**src/hdl/stpc_ram.sv**
```systemverilog
// ----------------------------------------------------------------------------
// stpc_ram
// Generic single-port-write, single-port-read RAM with registered read.
// ----------------------------------------------------------------------------
module stpc_ram #(
   parameter int WIDTH = 8,
   parameter int DEPTH = 16
) (
   input  logic                     clock,
   input  logic                     wr_en,
   input  logic [$clog2(DEPTH)-1:0] wr_addr,
   input  logic [WIDTH-1:0]         wr_data,
   input  logic [$clog2(DEPTH)-1:0] rd_addr,
   output logic [WIDTH-1:0]         rd_data
);
   logic [WIDTH-1:0] mem [DEPTH];
   logic [WIDTH-1:0] rd_data_ff;

   always_ff @(posedge clock) begin
      if (wr_en) begin
         mem[wr_addr] <= wr_data;
      end
      rd_data_ff <= mem[rd_addr];
   end

   assign rd_data = rd_data_ff;
endmodule

```
**config.mk**
```make
export PLATFORM = sky130hd
export DESIGN_NAME = stpc_ram
export DESIGN_NICKNAME = d
export VERILOG_FILES = /design/src/hdl/stpc_ram.sv
export SDC_FILE = /design/constraint.sdc
export NUM_CORES = 1
export LEC_CHECK = 0
export ABC_CLOCK_PERIOD_IN_PS = 2100
export BUFFER_PORTS_ARGS = -buffer_cell sky130_fd_sc_hd__buf_2
export CORE_MARGIN = 4
export CORE_UTILIZATION = 51
export DETAILED_ROUTE_END_ITERATION = 8
export PLACE_DENSITY = 0.75
export SETUP_SLACK_MARGIN = 0.4
export SLEW_MARGIN = 20
export SYNTH_ARGS = -nofsm -noshare
export SYNTH_HDL_FRONTEND = slang
export SYNTH_SLANG_ARGS = --single-unit
```
**constraint.sdc**
```tcl
create_clock -name clock -period 2.1 [get_ports clock]
set_input_delay 0.42 -clock clock [delete_from_list [all_inputs] [get_ports clock]]
set_output_delay 0.42 -clock clock [all_outputs]
set_load 0.1 [all_outputs]
```
==> metrics.txt <==
die height 108.5 um; slowest cell on the critical path buf_2; Sw Share between 20 and 25%; Worst EP arrival roughly 1.2 ns; CTS root buf clkbuf_8; Netlist cell types 19; DRT antenna net count 0; H-Tree Depth 4; pin count of the biggest net entering global routing 33; share of cells above drive strength 1 around a third; worst path bufs/invs 1; Final Critical Period approximately 1.7 ns; Num CTS Buffers 17; crit share post-route 78.79%; Post-Route WL 9.603 mm; fin util 62.26%; Avg WL per Cell 22.38 um; largest family of logic cells by synthesized area multiplexers; Crit path max-delay family buffers and inverters; Finish-stage setup viols 0; gr usage total around 18%; Area contributors post-synth edfxtp_1 (75%), mux4_2 (7.9%), mux4_1 (7.1%); CTS tree yes; initial antenna violation count 0; Synth area leader edfxtp_1; Worst EP required roughly 1.7 ns; Max-Cap Viols 0; Initial Util a little over half; Crit Path Class flop to output pin; I/O pin count 26; final-report max-slew violation count 0; P_sw approximately 0.0014 W; DR pass1 iterations 4; IO Port Bufs 25; final RePlAce weighted congestion between 0.7 and 0.8; EDFF count, synth around 130; Post-CTS Hold Fix Bufs 0; Max Buffers Root-to-Sink 2; synthesized area 5147 um2; Yosys reg bits 136; Synth top area share 74.67%; Leak ~2.1 nW; Rel. slew slack 68.01%; initial drt markers around 170; Die Width roughly 110 um; Overflow after GRT 0; Synth Area in Adders 0%; Post-CTS Resized 5; ys flop type edfxtp_1; Final Net Count between 300 and 400; routed vias/inst approximately 5.6; first-pass GRT wire length roughly 15 mm; Layout area overhead 18.77%; die area between 10000 and 15000 um2; Syn. warnings 0; worst vdd ir roughly 0.42 mV; crit path capture type output pin; Post-Synth XOR/XNOR Area 0%; vias post-DR around 2400; RSZ-0062 raised after global routing false; worst setup margin between 0.4 and 0.5 ns; cell with the most instances after synthesis edfxtp_1; commonest cells in the netlist edfxtp_1 (128), mux4_2 (18), a22oi_1 (16); Synthesized Nets 247; register share of total power 49.0%; Cell Pwr Density slightly above 1000 nW/um2; Diodes inserted 0; CP Launch Type flop; area of the core between 9000 and 10000 um2; Worst-Skew Late Latency roughly 0.52 ns; average cell area after synthesis roughly 22 um2; cell internal pwr roughly 0.005 W; ys async rst share 0%; actual slew at the worst max-slew pin 0.4832 ns; Worst-path clk slew 0.06 ns; DRC Markers 0; Final Hold Viols 0; fmax approximately 600 MHz; Max stage delay on crit path 0.41 ns; Post-DP HPWL 6.128 mm; Compound-Gate Fraction of Synth Area under 10%; setup TNS 0 ns; post-synthesis sequential area ratio between 70% and 80%; clock group share of total power 44.4%; Post-Syn Instances approximately 230; setup bufs post-CTS 0; clock skew about 0.007 ns; pre-CTS setup slack 0.2680 ns; status finished, final reports clean; post-synthesis mux area share 15.02%; CTS Sinks 136; number of global-route vias before repair between 2000 and 3000; fillers roughly 680; Comb pwr share under 10%; Hold WC Path Type primary input to flop; post-synthesis simple-gate area fraction around 3.2%; worst path cell trace buf_2; row count 36; worst-path fanout max 1
-- sequential cells by signal, summed over array words and instances (netlist names) --
signal   cells
mem        128
rd_data      8
-- cells by family after synthesis --
logic type | count (synthesis)
flops | 136
mux | 32
simple gates | 35
buf+inv | 10
compound gates | 16
-- power by group through the flow --
stage / Combinational (W) / Clock (W) / Sequential (W)
floorplan: 0.000154 / 0 / 0.00324
global placement: 0.000399 / 0 / 0.00311
detailed placement: 0.000407 / 0 / 0.00311
CTS: 0.000415 / 0.00281 / 0.00306
global route: 0.000438 / 0.00295 / 0.00306
finish: 0.000412 / 0.00278 / 0.00306
-- worst paths after layout --
path / startpoint / to / slack [ns] / cells past startpoint
setup / recovery: rd_data[1] / rd_data[1] / 0.45 / 1
hold / removal: wr_data[6] / mem[11][6] / 0.28 / 1
setup reg to reg: mem[1][0] / rd_data[0] / 0.77 / 3
hold reg to reg: mem[12][5] / rd_data[5] / 0.67 / 3
-- layout by cell type, fill, tap and decap left out --
master,count
clkbuf_4,2
and2_1,1
a22oi_1,16
nor2_1,13
clkbuf_1,2
clkbuf_16,16
nand3_1,1
clkinvlp_4,4
buf_4,23
mux4_2,18
mux4_1,14
nor3_2,1
dfxtp_1,8
and2b_1,1
clkbuf_8,2
buf_2,18
bufinv_16,2
edfxtp_1,128
nand3b_1,2
nand2b_1,2
nand2_1,9
buf_12,2
or3b_2,1
clkinv_2,4
nor2b_1,1
nor3_1,3
clkinv_4,2
-- routing by layer --
metal	vias to the layer above	track usage, %	wire length [um]
met5	-	0	0
met1	1236	24.62	3776
met2	89	28.46	4875
li1	1078	-	-
met4	0	8.296	255
met3	17	5.015	696
-- stage by stage --
stage	instances	hold WS (ns)	power, W	area, um2
floorplan	229	0.5189	0.003391	5152
global placement	397	0.6530	0.003508	5533
detailed placement	397	0.6583	0.003522	5533
CTS	429	0.2635	0.006281	6108
global route	429	0.2664	0.006446	6113
finish	429	0.2787	0.006247	6113
-- layout make-up --
type / instances / area (um2) / share of cell area [%]
Timing Repair Buffer: 45 / 317.8 / 5.199
Multi-Input combinational cell: 83 / 1062 / 17.38
Sequential cell: 136 / 4004 / 65.49
Clock buffer: 20 / 435.4 / 7.122
Clock inverter: 12 / 127.6 / 2.088
Tap cell: 133 / 166.4 / 2.722
No activity file was read; power rests on OpenSTA's default activity.
