File: config.mk
export PLATFORM = sky130hd
export DESIGN_NAME = stpc_engine
export DESIGN_NICKNAME = d
export VERILOG_FILES = /design/src/hdl/stpc_pkg.sv /design/src/hdl/stpc_engine.sv
export SDC_FILE = /design/constraint.sdc
export NUM_CORES = 1
export LEC_CHECK = 0
export ABC_CLOCK_PERIOD_IN_PS = 6400
export BUFFER_PORTS_ARGS = -buffer_cell sky130_fd_sc_hd__clkbuf_2
export CORE_MARGIN = 3
export CORE_UTILIZATION = 39
export DETAILED_ROUTE_END_ITERATION = 8
export PLACE_DENSITY = 0.93
export SLEW_MARGIN = 20
export SYNTH_ARGS = -nofsm -noshare
export SYNTH_HDL_FRONTEND = slang
export SYNTH_SLANG_ARGS = --single-unit
File: constraint.sdc
create_clock -name vclk -period 6.4
set_input_delay 0.96 -clock vclk [all_inputs]
set_output_delay 0.96 -clock vclk [all_outputs]
set_load 0.1 [all_outputs]
File: src/hdl/stpc_pkg.sv
// ----------------------------------------------------------------------------
// stpc_pkg
// Shared types and constants of the target bus phase controller.
// ----------------------------------------------------------------------------
package stpc_pkg;

   localparam int QUEUE_DEPTH   = 4096;
   localparam int QADDR_BITS    = $clog2(QUEUE_DEPTH);
   localparam int QFILL_BITS    = $clog2(QUEUE_DEPTH + 1);
   localparam int CMD_MAX_BYTES = 10;
   localparam int CADDR_BITS    = $clog2(CMD_MAX_BYTES);
   localparam int CCNT_BITS     = $clog2(CMD_MAX_BYTES + 1);

   localparam logic [1:0] OP_LINES = 2'd0;
   localparam logic [1:0] OP_PORT  = 2'd1;
   localparam logic [1:0] OP_QUEUE = 2'd2;
   localparam logic [1:0] OP_BEGIN = 2'd3;

   localparam logic [2:0] PH_FREE = 3'd0;
   localparam logic [2:0] PH_CMD  = 3'd1;
   localparam logic [2:0] PH_DIN  = 3'd2;
   localparam logic [2:0] PH_DOUT = 3'd3;
   localparam logic [2:0] PH_MIN  = 3'd4;
   localparam logic [2:0] PH_MOUT = 3'd5;
   localparam logic [2:0] PH_STAT = 3'd6;

   typedef struct packed {
      logic       bsy;
      logic       req;
      logic       cd;
      logic       io;
      logic       msg;
   } tgt_lines_type;

   typedef struct packed {
      logic       sel;
      logic       atn;
      logic       ack;
      logic       rst;
   } ini_lines_type;

   typedef struct packed {
      logic [2:0]    phase;
      tgt_lines_type tgt;
      ini_lines_type ini;
      logic [7:0]    port;
      logic          status_sent;
      logic          message_sent;
      logic          done_pending;
      logic [CCNT_BITS-1:0] ccount;
   } ctl_state_type;

   typedef struct packed {
      logic        cmd_valid;
      logic        done_set;
      logic        done_clr;
      logic        ready_clr;
   } pulse_type;

   function automatic logic [3:0] cmd_size(input logic [7:0] opc);
      case (opc)
         8'h00, 8'h08: cmd_size = 4'd6;
         8'hD8, 8'hD9, 8'hDA, 8'hDD, 8'hDE: cmd_size = 4'd10;
         default: cmd_size = 4'd0;
      endcase
   endfunction

   function automatic tgt_lines_type phase_lines(input logic [2:0] ph);
      tgt_lines_type t;
      t = '0;
      case (ph)
         PH_FREE: t = '0;
         PH_CMD:  begin t.bsy = 1'b1; t.cd = 1'b1; t.req = 1'b1; end
         PH_DIN:  begin t.bsy = 1'b1; t.io = 1'b1; end
         PH_DOUT: begin t.bsy = 1'b1; t.req = 1'b1; end
         PH_MIN:  begin t = '1; end
         PH_MOUT: begin t.bsy = 1'b1; t.cd = 1'b1; t.msg = 1'b1; t.req = 1'b1; end
         default: begin t.bsy = 1'b1; t.cd = 1'b1; t.io = 1'b1; t.req = 1'b1; end
      endcase
      return t;
   endfunction

endpackage

File: src/hdl/stpc_engine.sv
// ----------------------------------------------------------------------------
// stpc_engine
// Settle logic: runs the phase rules to a fixed point combinationally, using
// the head byte of the data-in queue that has been prefetched.
// ----------------------------------------------------------------------------
module stpc_engine
   import stpc_pkg::*;
(
   input  ctl_state_type        st_in,
   input  logic [7:0]           head_byte,
   input  logic [QFILL_BITS-1:0] fill_in,
   input  logic [7:0]           cbyte [CMD_MAX_BYTES],
   output ctl_state_type        st_out,
   output logic [QFILL_BITS-1:0] fill_out,
   output logic                 pop,
   output logic                 cwr_en,
   output logic [CADDR_BITS-1:0] cwr_addr,
   output logic [7:0]           cwr_data,
   output pulse_type            pulses
);
   // A settle can pop the queue at most once: after a pop REQ is high and
   // the pass stops until the next ACK. Every other chain is a handful of
   // steps, so eight unrolled passes reach the fixed point.
   localparam int PASSES = 8;

   always_comb begin
      ctl_state_type s;
      logic moved;
      logic [3:0] sz;
      logic [2:0] tgt_ph;
      logic go;
      s        = st_in;
      fill_out = fill_in;
      pop      = 1'b0;
      cwr_en   = 1'b0;
      cwr_addr = '0;
      cwr_data = s.port;
      pulses   = '0;
      moved    = 1'b1;
      sz       = '0;
      tgt_ph   = PH_FREE;
      go       = 1'b0;
      for (int i = 0; i < PASSES; i++) begin
         if (moved) begin
            moved = 1'b0;
            go    = 1'b0;
            if (!s.tgt.bsy && s.ini.sel) begin
               go = 1'b1; tgt_ph = PH_CMD;
            end else if (!s.ini.ack && s.ini.atn && !s.tgt.req) begin
               go = 1'b1; tgt_ph = PH_MOUT;
            end else begin
               case (s.phase)
                  PH_CMD: begin
                     if (s.tgt.req && s.ini.ack) begin
                        s.tgt.req = 1'b0; moved = 1'b1;
                        if (s.ccount < CCNT_BITS'(CMD_MAX_BYTES)) begin
                           cwr_en   = 1'b1;
                           cwr_addr = s.ccount[CADDR_BITS-1:0];
                           cwr_data = s.port;
                           s.ccount = s.ccount + 1'b1;
                        end
                     end else if (!s.tgt.req && !s.ini.ack && s.ccount != 0) begin
                        sz = cmd_size(cbyte[0]);
                        if (sz == 0) begin
                           s.ccount = '0;
                           s.status_sent = 1'b0; s.message_sent = 1'b0;
                           s.port = '0; go = 1'b1; tgt_ph = PH_STAT;
                        end else if (CCNT_BITS'(sz) <= s.ccount) begin
                           pulses.cmd_valid = 1'b1;
                           s.ccount = '0;
                        end else begin
                           s.tgt.req = 1'b1; moved = 1'b1;
                        end
                     end
                  end
                  PH_DIN: begin
                     if (s.tgt.req && s.ini.ack) begin
                        s.tgt.req = 1'b0; moved = 1'b1;
                     end else if (!s.tgt.req && !s.ini.ack) begin
                        if (fill_out != 0) begin
                           s.port = head_byte; pop = 1'b1;
                           fill_out = fill_out - 1'b1;
                           s.tgt.req = 1'b1; moved = 1'b1;
                        end else begin
                           pulses.ready_clr = 1'b1;
                           if (s.done_pending) begin
                              s.done_pending = 1'b0; pulses.done_set = 1'b1;
                           end
                           s.status_sent = 1'b0; s.message_sent = 1'b0;
                           s.port = '0; go = 1'b1; tgt_ph = PH_STAT;
                        end
                     end
                  end
                  PH_MIN: begin
                     if (s.tgt.req && s.ini.ack) begin
                        s.tgt.req = 1'b0; moved = 1'b1; s.message_sent = 1'b1;
                     end else if (!s.tgt.req && !s.ini.ack && s.message_sent) begin
                        s.message_sent = 1'b0; go = 1'b1; tgt_ph = PH_FREE;
                     end
                  end
                  PH_STAT: begin
                     if (s.tgt.req && s.ini.ack) begin
                        s.tgt.req = 1'b0; moved = 1'b1; s.status_sent = 1'b1;
                     end else if (!s.tgt.req && !s.ini.ack && s.status_sent) begin
                        s.status_sent = 1'b0; s.port = '0;
                        go = 1'b1; tgt_ph = PH_MIN;
                     end
                  end
                  default: begin
                  end
               endcase
            end
            if (go && s.phase != tgt_ph) begin
               moved   = 1'b1;
               s.phase = tgt_ph;
               s.tgt   = phase_lines(tgt_ph);
               if (tgt_ph == PH_FREE) begin
                  pulses.done_clr = 1'b1;
               end
            end
         end
      end
      st_out = s;
   end
endmodule

==> reports/qor.txt <==
first-pass GRT wire length: 9.29 mm
RSZ-0062 raised after global routing: false
Syn Inst Count: 252
Hold Path Depth: 0
Worst-Margin Slew: 0.844 ns
synth top area cells: ha_1 (5.9%), nor2_1 (5.7%), a22o_1 (5.1%)
synthesized area: 1710 um2
All-Layer GR Usage: 0.210
Final Wtd Congestion: 0.931
sequential cell count: 0
FILL cells: 421
via/cell ratio: 5.97
Syn-to-layout area delta: 28.2%
Post-route DRC: 0
Worst Hold Path EP: st_out[15]
critical path class: input port to primary output
Syn Area/Cell: 6.77 um2
Placement Cell Area: 2190 um2
Synth top area share: 0.0587
max-cap viol count: 0
startpoint class of the critical path: input port
initial antenna violation count: 0
register area share after synthesis: 0
synth warn: 0
I/O pin cnt: 186
# nets final: 473
vias: 2300
HP Start: st_in[15]
Initial Util: 0.415
DRT Pass-1 Iters: 5
Die Span Y: 72.2 um
DIE AREA: 5210 um2
crit path DAT: 4.54 ns
GR Overflow Total: 0
cell taking the most area after synthesis: ha_1
Power per Cell Area: 129 nW/um2
DRT iter0 DRCs: 177
# rows: 23
largest net degree at the start of global routing: 19
Clock Buffer Count: 0
I/O Buffers: 112
post-route ant nets: 0
Static Leak: 1.13 nW
HPWL after detailed placement: 4.78 mm
crit path time final: 5.50 ns
vias in the first global route: 2042
Max Fclk: 182 MHz
largest fanout on the critical path: 4
Syn Nets: 388
Yosys cell types: 66
register area: 0 um2
Final Hold Vio Count: 0
hold crit path type: input port to primary output
worst rel slew slack: 0.430
post-route cell area: 2190 um2
Finish-stage setup viols: 0
share of layout cells above drive strength 1: 0.424
Die X: 72.2 um
Inserted Diodes: 0
VDD IR max: 0.0701 mV
routed len/inst: 14.8 um
CP endpoint kind: primary output
Post-Route WL: 5.70 mm
hold slack: 1.92 ns
Slew Limit Fails: 0
CP required: 5.44 ns
Setup Fix Bufs, Post-CTS: 0
outcome: complete, no violations
core area: 4120 um2
setup_tns: 0 ns
post-CTS resize count: 0
final worst path period share: 0.859
hold buffers post-CTS: 0
==> per-layer routing <==
metal	vias up	GRT usage	wire, um
li1	1099	-	-
met4	0	0.0334	44
met2	170	0.354	2640
met1	1025	0.285	2300
met5	-	0	0
met3	6	0.0346	715
==> kinds of logic (layout without fill, tap and decap cells) <==
group	after synthesis	count (layout)	synth area share
AND/OR/NAND/NOR	106	106	0.373
AO/OA/AOI/OAI	76	76	0.361
buffers and inverters	47	130	0.130
XOR/XNOR	14	14	0.0718
adder cells (fa/ha/maj)	8	8	0.0587
multiplexers	1	1	0.00587
==> cell usage in the layout (no fill, tap or decap), drive strengths merged, types with 5 or more instances in the layout <==
master,synthesis,final
a211oi,5,5
a21oi,7,7
a22o,10,10
a31oi,6,6
clkbuf,18,112
ha,8,8
inv,18,18
nand2,21,21
nand2b,5,5
nor2,26,26
nor2b,5,5
nor3,6,6
nor4,7,7
o21ai,16,16
xnor2,8,8
xor2,6,6
==> metrics by stage <==
step	setup slack (ns)	total power, W	instances	util
2_1_floorplan	0.226	0.000234	252	-
3_3_place_gp	0.969	0.000278	385	0.531
3_5_place_dp	0.974	0.000281	385	0.531
4_1_cts	0.954	0.000282	385	0.531
5_1_grt	0.642	0.000296	385	0.531
6_report	0.902	0.000283	385	0.531
==> worst max path at each step <==
stage,from,endpoint,slack [ns],cells after the start
after floorplan,st_in[1],st_out[0],0.23,13
after global placement,cbyte[73],st_out[1],0.97,14
after detailed placement,cbyte[73],st_out[0],0.97,14
after CTS,cbyte[73],st_out[1],0.95,14
after global routing,cbyte[73],st_out[0],0.64,14
final,cbyte[73],st_out[1],0.90,14
==> power breakdown <==
| group | switching [W] | leakage [nW] | internal (W) | total [W] |
|---|---|---|---|---|
| logic | 0.000225 | 1.13 | 0.0000571 | 0.000283 |
| clock network | 0 | 0 | 0 | 0 |
| registers | 0 | 0 | 0 | 0 |
| total | 0.000225 | 1.13 | 0.0000571 | 0.000283 |
==> worst max-delay path, stage by stage <==
cell,delay (ns)
clkbuf_2,0.09
or3b_1,0.37
nand4_1,0.18
inv_1,0.11
ha_1,0.30
and4b_1,0.17
nor3_1,0.34
o21ai_0,0.37
o211ai_1,0.27
o21ai_1,0.13
a211oi_2,0.32
and3_1,0.30
o22a_1,0.17
clkbuf_2,0.46
==> final cells by class <==
cell class	count	area, um2	area share
well taps	50	62.6	0.0286
repair buffers	112	561	0.256
multi-input cells	205	1500	0.684
inverters	18	67.6	0.0309
==> Yosys cell counts, types with 5 or more instances <==
library cell / count
nor2_1: 26
nand2_1: 21
clkbuf_1: 18
inv_1: 15
o21ai_0: 11
a22o_1: 10
ha_1: 8
xnor2_1: 8
a21oi_1: 6
nor3_1: 6
nor4_1: 6
xor2_1: 6
buf_4: 5
nand2b_1: 5
nor2b_1: 5
No activity file was read; power rests on OpenSTA's default activity.
